## config.mk

```make
export PLATFORM = sky130hd
export DESIGN_NAME = bcht_ctrl
export DESIGN_NICKNAME = d
export VERILOG_FILES = /design/src/design/bcht_pkg.sv /design/src/design/bcht_ctrl.sv
export SDC_FILE = /design/constraint.sdc
export NUM_CORES = 1
export LEC_CHECK = 0
export BUFFER_PORTS_ARGS = -buffer_cell sky130_fd_sc_hd__buf_4
export CAP_MARGIN = 20
export CORE_ASPECT_RATIO = 1.4
export CORE_MARGIN = 2
export CORE_UTILIZATION = 29
export CTS_CLUSTER_SIZE = 12
export DETAILED_ROUTE_END_ITERATION = 6
export HOLD_SLACK_MARGIN = 0.08
export SLEW_MARGIN = 20
export SYNTH_ARGS = -nofsm -noshare
export SYNTH_HDL_FRONTEND = slang
export SYNTH_SLANG_ARGS = --single-unit
```

## constraint.sdc

```tcl
create_clock -name clk -period 2.1 [get_ports clk]
set_input_delay 0.21 -clock clk [delete_from_list [all_inputs] [get_ports clk]]
set_output_delay 0.21 -clock clk [all_outputs]
set_load 0.02 [all_outputs]
```

## src/design/bcht_pkg.sv

```systemverilog
// ----------------------------------------------------------------------------
// bcht_pkg
// Types, constants and codes shared by the hash table unit modules.
// ----------------------------------------------------------------------------
`default_nettype none

package bcht_pkg;

  // table geometry
  localparam int TABLE_BITS = 10;
  localparam int SLOT_W     = TABLE_BITS;
  localparam int GROUP_BITS = TABLE_BITS - 2;
  localparam int ROWS       = 1 << GROUP_BITS;
  localparam int CNT_W      = TABLE_BITS + 1;

  // register reset values
  localparam logic [63:0] FIRST_MULT_RST  = 64'h9e3779b99e3779bd;
  localparam logic [63:0] SECOND_MULT_RST = 64'h61c8eb8961c8865f;
  localparam logic [7:0]  MAX_TRIES_RST   = 8'd100;

  // configuration register indexes
  localparam logic [1:0] CFG_FIRST_MULT  = 2'd0;
  localparam logic [1:0] CFG_SECOND_MULT = 2'd1;
  localparam logic [1:0] CFG_MAX_TRIES   = 2'd2;

  // opcodes
  localparam logic [2:0] OP_LOOKUP = 3'd0;
  localparam logic [2:0] OP_INSERT = 3'd1;
  localparam logic [2:0] OP_DELETE = 3'd2;
  localparam logic [2:0] OP_SET    = 3'd3;
  localparam logic [2:0] OP_GET    = 3'd4;

  // result status codes
  localparam logic [1:0] STS_OK       = 2'd0;
  localparam logic [1:0] STS_MISS     = 2'd1;
  localparam logic [1:0] STS_FAIL     = 2'd2;
  localparam logic [1:0] STS_ZERO_KEY = 2'd3;

  typedef struct packed {
    logic [2:0]  op;
    logic [63:0] key;
    logic [9:0]  slot_index;
    logic [63:0] data_value;
  } in_item_t;

  typedef struct packed {
    logic [1:0]  status;
    logic [9:0]  result_slot;
    logic [63:0] read_value;
    logic [63:0] ejected_key;
    logic [63:0] ejected_value;
    logic [10:0] stored_count;
  } out_item_t;

  typedef enum logic [4:0] {
    ST_CLEAR, ST_IDLE, ST_DECODE, ST_H1, ST_H1W, ST_H2, ST_H2W,
    ST_RD1, ST_RD2, ST_CMP, ST_DEL_WR, ST_EV_CHK, ST_EV_H, ST_EV_HW,
    ST_EV_RD, ST_EV_WR, ST_IDX_RD, ST_IDX_OP, ST_RESULT
  } state_t;

  typedef enum logic [2:0] {
    RES_ZERO_KEY, RES_UNUSED, RES_FIND, RES_IDX, RES_INS_OK, RES_INS_FAIL
  } res_kind_t;

  typedef enum logic [1:0] {
    RD_G1, RD_G2, RD_EV, RD_IDX
  } rd_src_t;

  // controller to datapath
  typedef struct packed {
    logic      load_item;
    logic      clr_step;
    logic      hash_start;
    logic      hash_two;
    logic      hash_pend;
    logic      save_g1;
    logic      save_g2;
    logic      save_ev;
    logic      rd_en;
    rd_src_t   rd_src;
    logic      cap_a;
    logic      cap_find;
    logic      ev_init;
    logic      ev_write;
    logic      del_write;
    logic      set_write;
    logic      cnt_inc;
    logic      cnt_dec;
    logic      res_load;
    res_kind_t res_kind;
  } cmd_t;

  // datapath to controller
  typedef struct packed {
    logic       clr_last;
    logic       hash_done;
    logic       found;
    logic [2:0] op;
    logic       key_zero;
    logic       tries_done;
    logic       ev_odd;
    logic       ev_empty;
    logic       ev_next_zero;
    logic       out_busy;
  } sts_t;

endpackage

`default_nettype wire

```

## src/design/bcht_ctrl.sv

```systemverilog
// ----------------------------------------------------------------------------
// bcht_ctrl
// Operation sequencer: clearing pass, hashing, probes, eviction loop and
// result hand-off.
// ----------------------------------------------------------------------------
`default_nettype none

module bcht_ctrl
  import bcht_pkg::*;
(
  input  wire logic clk,
  input  wire logic rst_n,
  input  wire logic in_valid,
  output logic      in_ready,
  input  wire sts_t sts,
  output cmd_t      cmd
);

  state_t    state_r, state_nxt;
  res_kind_t kind_r, kind_nxt;
  logic      final_r, final_nxt;

  always_ff @(posedge clk) begin
    if (!rst_n) begin
      state_r <= ST_CLEAR;
      kind_r  <= RES_UNUSED;
      final_r <= 1'b0;
    end else begin
      state_r <= state_nxt;
      kind_r  <= kind_nxt;
      final_r <= final_nxt;
    end
  end

  always_comb begin
    state_nxt    = state_r;
    kind_nxt     = kind_r;
    final_nxt    = final_r;
    in_ready     = 1'b0;
    cmd          = '0;
    cmd.rd_src   = RD_G1;
    cmd.res_kind = kind_r;
    unique case (state_r)
      ST_CLEAR: begin
        cmd.clr_step = 1'b1;
        if (sts.clr_last) state_nxt = ST_IDLE;
      end
      ST_IDLE: begin
        in_ready      = 1'b1;
        cmd.load_item = in_valid;
        if (in_valid) state_nxt = ST_DECODE;
      end
      ST_DECODE: begin
        final_nxt = 1'b0;
        case (sts.op)
          OP_LOOKUP, OP_INSERT, OP_DELETE: begin
            if (sts.key_zero) begin
              kind_nxt  = RES_ZERO_KEY;
              state_nxt = ST_RESULT;
            end else begin
              state_nxt = ST_H1;
            end
          end
          OP_SET, OP_GET: state_nxt = ST_IDX_RD;
          default: begin
            kind_nxt  = RES_UNUSED;
            state_nxt = ST_RESULT;
          end
        endcase
      end
      ST_H1: begin
        cmd.hash_start = 1'b1;
        state_nxt      = ST_H1W;
      end
      ST_H1W: begin
        cmd.save_g1 = sts.hash_done;
        if (sts.hash_done) state_nxt = ST_H2;
      end
      ST_H2: begin
        cmd.hash_start = 1'b1;
        cmd.hash_two   = 1'b1;
        state_nxt      = ST_H2W;
      end
      ST_H2W: begin
        cmd.save_g2 = sts.hash_done;
        if (sts.hash_done) state_nxt = ST_RD1;
      end
      ST_RD1: begin
        cmd.rd_en  = 1'b1;
        cmd.rd_src = RD_G1;
        state_nxt  = ST_RD2;
      end
      ST_RD2: begin
        cmd.rd_en  = 1'b1;
        cmd.rd_src = RD_G2;
        cmd.cap_a  = 1'b1;
        state_nxt  = ST_CMP;
      end
      ST_CMP: begin
        cmd.cap_find = 1'b1;
        if (final_r) begin
          kind_nxt  = RES_INS_OK;
          state_nxt = ST_RESULT;
        end else if (sts.op == OP_INSERT) begin
          if (sts.found) begin
            kind_nxt  = RES_INS_OK;
            state_nxt = ST_RESULT;
          end else begin
            cmd.ev_init = 1'b1;
            state_nxt   = ST_EV_CHK;
          end
        end else begin
          kind_nxt  = RES_FIND;
          state_nxt = (sts.op == OP_DELETE && sts.found) ? ST_DEL_WR : ST_RESULT;
        end
      end
      ST_DEL_WR: begin
        cmd.del_write = 1'b1;
        cmd.cnt_dec   = 1'b1;
        state_nxt     = ST_RESULT;
      end
      ST_EV_CHK: begin
        if (sts.tries_done) begin
          kind_nxt  = RES_INS_FAIL;
          state_nxt = ST_RESULT;
        end else begin
          state_nxt = ST_EV_H;
        end
      end
      ST_EV_H: begin
        cmd.hash_start = 1'b1;
        cmd.hash_two   = sts.ev_odd;
        cmd.hash_pend  = 1'b1;
        state_nxt      = ST_EV_HW;
      end
      ST_EV_HW: begin
        cmd.save_ev = sts.hash_done;
        if (sts.hash_done) state_nxt = ST_EV_RD;
      end
      ST_EV_RD: begin
        cmd.rd_en  = 1'b1;
        cmd.rd_src = RD_EV;
        state_nxt  = ST_EV_WR;
      end
      ST_EV_WR: begin
        cmd.ev_write = 1'b1;
        if (sts.ev_empty || sts.ev_next_zero) begin
          // placed: count it, then probe again for the new key's slot
          cmd.cnt_inc = 1'b1;
          final_nxt   = 1'b1;
          state_nxt   = ST_RD1;
        end else begin
          state_nxt = ST_EV_CHK;
        end
      end
      ST_IDX_RD: begin
        cmd.rd_en  = 1'b1;
        cmd.rd_src = RD_IDX;
        state_nxt  = ST_IDX_OP;
      end
      ST_IDX_OP: begin
        cmd.set_write = (sts.op == OP_SET);
        kind_nxt      = RES_IDX;
        state_nxt     = ST_RESULT;
      end
      ST_RESULT: begin
        if (!sts.out_busy) begin
          cmd.res_load = 1'b1;
          state_nxt    = ST_IDLE;
        end
      end
      default: state_nxt = ST_IDLE;
    endcase
  end

endmodule

`default_nettype wire

```

# Yosys cells after proc, flatten, opt, wreduce, memory -nomap -nowiden
# Cells that the tools add are included.
[classes]
n_eq_ne = 33
muxes = 46
n_reduce_logical = 13
[ops]
columns = ["op", "count"]
rows = [
  ["$pmux W5 S18", 1],
  ["$mux W5", 12],
  ["$eq A5 B4 Y1 const B", 8],
  ["$pmux W3 S4", 2],
  ["$eq A5 B3 Y1 const B", 4],
  ["$mux W1", 20],
  ["$ne A2 B2 Y1 const B", 9],
  ["$eq A5 B5 Y1 const B", 3],
  ["$mux W3", 5],
  ["$eq A5 B2 Y1 const B", 2],
  ["$pmux W5 S2", 1],
  ["$eq A3 B2 Y1 const B", 2],
  ["$pmux W3 S2", 1],
  ["$reduce_and A6 Y1", 1],
  ["$reduce_or A3 Y1", 2],
  ["$eq A5 B1 Y1 const B", 1],
  ["$logic_not A5 Y1", 1],
  ["$reduce_and A5 Y1", 1],
  ["$mux W4", 1],
  ["$ne A4 B4 Y1 const B", 1],
  ["$pmux W1 S2", 2],
  ["$reduce_bool A4 Y1", 1],
  ["$reduce_or A2 Y1", 2],
  ["$eq A3 B1 Y1 const B", 1],
  ["8 further kinds", 8],
]
[word_totals]
reg_bits = 9
input_bits = 15
output_inout_bits = 24
wordCells = 95

# Longest topological paths before layout
[depth]
ltp_word = 6
depth_mapped = 7
depth_no_buf = 5

# Least setup slack after synthesis
# Ideal clock, no wire load.
[synth_timing]
path_type = "reg-to-output"
start = "reg state_r[3]"
end = "out cmd[22] (netlist bit)"
arrival_ns = 1.523
t_required_ns = 1.890
path_slack_ns = 0.367
stages_incl_launch_ff = 6
path_buffers = 2
path_cell_list = "dfxtp_1 -> buf_6 -> or3b_1 -> buf_6 -> nor2_1 -> and2_1"
[synth_rtl]
columns = ["element", "line_no", "rtl"]
rows = [
  ["start: declaration", "bcht_ctrl.sv:19", "state_t state_r, state_nxt;"],
  ["start signal: assignment", "bcht_ctrl.sv:29", "state_r <= state_nxt;"],
  ["end: declaration", "bcht_ctrl.sv:16", "output cmd_t cmd"],
]

==> run summary <==
number of port buffers: 38
synth warn: 0
xor and xnor fraction of the mapped netlist area: 0.827%
run status: finished clean
placeable core area: 3580 um2
portion of the post-synthesis area used by sequential elements: 17.0%
crit-path max cell delay: 0.57 ns
depth of the worst register-to-register path: 6
Tightest Hold Check Type: primary input to flop
share of the synthesized area in the top cell type: 17.0%
biggest area consumer among synthesized cells: dfxtp_1
sort of element at the end of the critical path: primary output
Static Leakage: 0.627 nW
data arrival at the endpoint of the critical path: 1.76 ns
area fraction in and, or, nand and nor cells after synthesis: 41.6%
Initial DRC Count: 39
portion of total power attributed to combinational logic: 62.4%
largest net degree at the start of global routing: 20
final clock skew: 0.00406 ns
CTS tree: done
die height: 75.5 um
Startpoint Class: flop
total count of hold-check failures in the final report: 0
share of final-layout standard cells stronger than drive strength 1: 29.3%
clock slew at the register clock pins of the worst setup and hold paths: 0.05 ns
num ports: 39
CTS H-tree depth: 1
number of setup violations in the final report: 0
number of global-route vias before repair: 1,048
Critical-path top delay cell: dfxtp_1
total negative setup slack: 0 ns
first-pass iteration count of the detailed router: 4
wire length of the first global-routing pass: 4800 um
count of flip-flops with a built-in enable after synthesis: 0
biggest fanout along the worst timing path: 13
die area: 4160 um2
horizontal extent of the die: 55.1 um
remaining global-route overflow: 0
minimum clock period: 1.97 ns
Setup Buffers After CTS: 0
timing endpoint of the critical path: cmd[22]
wire per inst: 13.6 um
Synth Area in Compound Gates: 26.2%
worst hold slack after final layout: 0.270 ns
cell types with the highest counts after synthesis: nor2_1, nand2_1, buf_2, dfxtp_1, nor3_1
mux contribution to synthesized area: 1.89%
post-synthesis net count: 166
number of library cell types mapped by synthesis: 49
all-layer global routing usage: 15.4%
cells along the critical path: or3b_1 > nor2_1 > and2_1 > buf_4
growth of design area from synthesis to finish: 31.3%
switching power: 0.000572 W
cell class contributing the biggest share of worst-path delay: simple AND/OR/NAND/NOR gates
max-capacitance violation count: 0
sequential group share of total power: 20.9%
Synth Area per Inst: 7.01 um2
pin slew with the least headroom to its limit: 0.487 ns
power per standard cell area: 896 nW/um2
total length of routed wires: 3070 um
worst max-slew margin expressed relative to the limit: 67.5%
adder and majority gate portion of the synthesized area: 0%
number of cells produced by synthesis: 151
Routed Antenna Nets: 0
unrepaired setup endpoints after global routing: false
initial antenna violation count: 0
TritonCTS sink count: 9
post-DP HPWL: 2480 um
clock power share: 16.7%
Data required, critical path: 1.89 ns
Residual DRC: 0
clock latency at the later pin of the worst-skew pair: 0.24 ns
Int Power: 0.000674 W
post-synth design cell area: 1060 um2
Synth Flop Type: dfxtp_1
Row Count: 26
vias post-DR: 1,240
crit path launch: state_r[0]$_SDFFE_PN0P_
Net Sw Frac: 45.9%
startpoint of the worst register-to-register path: state_r[2]$_SDFFE_PN0P_
pins over their slew limit: 0
net count reported at finish: 200
RR Endpoint: kind_r[1]$_SDFFE_PN0P_
flip-flop and latch count after synthesis: 9
starting density of the core: 29.6%
Buf+Inv Stages, Crit Path: 1
via/cell ratio: 5.49
type of the worst setup path: flop to primary output
root buffer selected by CTS: clkbuf_8
combinational family with the most area after synthesis: simple AND/OR/NAND/NOR gates
share of the cycle needed by the critical path after routing: 93.6%
slack of the worst reg-to-reg path: 0.30 ns
cts bufs inserted: 3
peak clock frequency supported by timing: 509 MHz
worst supply voltage drop on vdd: 420 uV
stages on the worst setup path: 4
number of diodes added for antenna fixing: 0
Clock Tree Buf Depth: 2
most used standard cell by instance count after synthesis: nor2_1
fraction of synthesis flops using an asynchronous set or reset pin: 0%
dominant cells by area after synthesis: dfxtp_1, nor2_1, buf_2
global placement routability congestion: 0.839
[area by class of cell]
class                           instances  area (um2)
Tap cell                               42        52.6
Clock buffer                            4        45.0
Fill cell                             408        2190
Sequential cell                         9         181
Timing Repair Buffer                   46         345
Multi-Input combinational cell        120         747
Inverter                                5        18.8
[cells by family (layout without fill, tap and decap cells)]
family,Yosys count,in the layout
mux,2,2
flops,9,9
buf+inv,22,55
xor+xnor,1,1
compound gates,39,39
simple gates,78,78
[power by group through the flow]
stage / Clock (W) / Sequential (W) / Combinational [W]
5_1_grt: 0.000219 / 0.000265 / 0.000845
2_1_floorplan: 0 / 0.000223 / 0.000615
3_3_place_gp: 0 / 0.000263 / 0.000777
3_5_place_dp: 0 / 0.000261 / 0.000775
4_1_cts: 0.000212 / 0.000258 / 0.000779
6_report: 0.000208 / 0.000260 / 0.000777
[worst min path at each step]
stage	start	end	depth (start not counted)
2_1_floorplan	rst_n	state_r[0]$_SDFFE_PN0P_	2
5_1_grt	rst_n	state_r[3]$_SDFFE_PN0P_	2
4_1_cts	rst_n	state_r[2]$_SDFFE_PN0P_	2
3_5_place_dp	kind_r[2]$_SDFFE_PN0P_	kind_r[2]$_SDFFE_PN0P_	2
3_3_place_gp	kind_r[2]$_SDFFE_PN0P_	kind_r[2]$_SDFFE_PN0P_	2
6_report	rst_n	state_r[3]$_SDFFE_PN0P_	2
[worst register-to-register path: stages (launching register included)]
cell,delay [ns]
dfxtp_1,0.62
buf_4,0.26
nor3_1,0.07
nand4_1,0.13
o31ai_1,0.10
nand3b_1,0.25
a31o_1,0.26
[layer usage]
metal,track usage [%],routed length (um),vias to the layer above
met5,0,0,-
met4,6.78,75,0
met3,1.37,191,8
met2,27.5,1510,52
met1,18.1,1290,561
li1,-,-,619
[timing repair]
action | in CTS | in global routing
hold buffers | 0 | 0
resized for setup | 0 | 1
endpoints found under the setup margin | 0 | 2
[flip-flops by register name, summed over array words and instances, names as in the netlist]
name,flops
state_r,5
kind_r,3
final_r,1
[through the flow]
stage / setup WS (ns) / power (W) / area, um2 / utilization [%] / cells
5_1_grt: 0.0404 / 0.00133 / 1390 / 38.8 / 226
3_5_place_dp: 0.290 / 0.00104 / 1340 / 37.6 / 222
4_1_cts: 0.0391 / 0.00125 / 1390 / 38.8 / 226
3_3_place_gp: 0.334 / 0.00104 / 1340 / 37.6 / 222
2_1_floorplan: 0.367 / 0.000838 / 1060 / - / 151
6_report: 0.134 / 0.00125 / 1390 / 38.8 / 226
[cells in the final DEF (no fill, tap or decap), types with 3 or more instances in the layout]
cell type,count
or3_1,3
o21a_1,4
a211oi_1,4
nor4_1,3
nor2_1,17
o22ai_1,4
clkbuf_8,3
nand2_1,12
buf_4,46
nor3_1,8
nand3b_1,3
nor2b_1,3
o21ai_0,4
nor3b_1,4
a21oi_1,7
nand2b_1,5
dfxtp_1,8
inv_1,5
and3_1,3
Power figures use the tool's default switching activity.
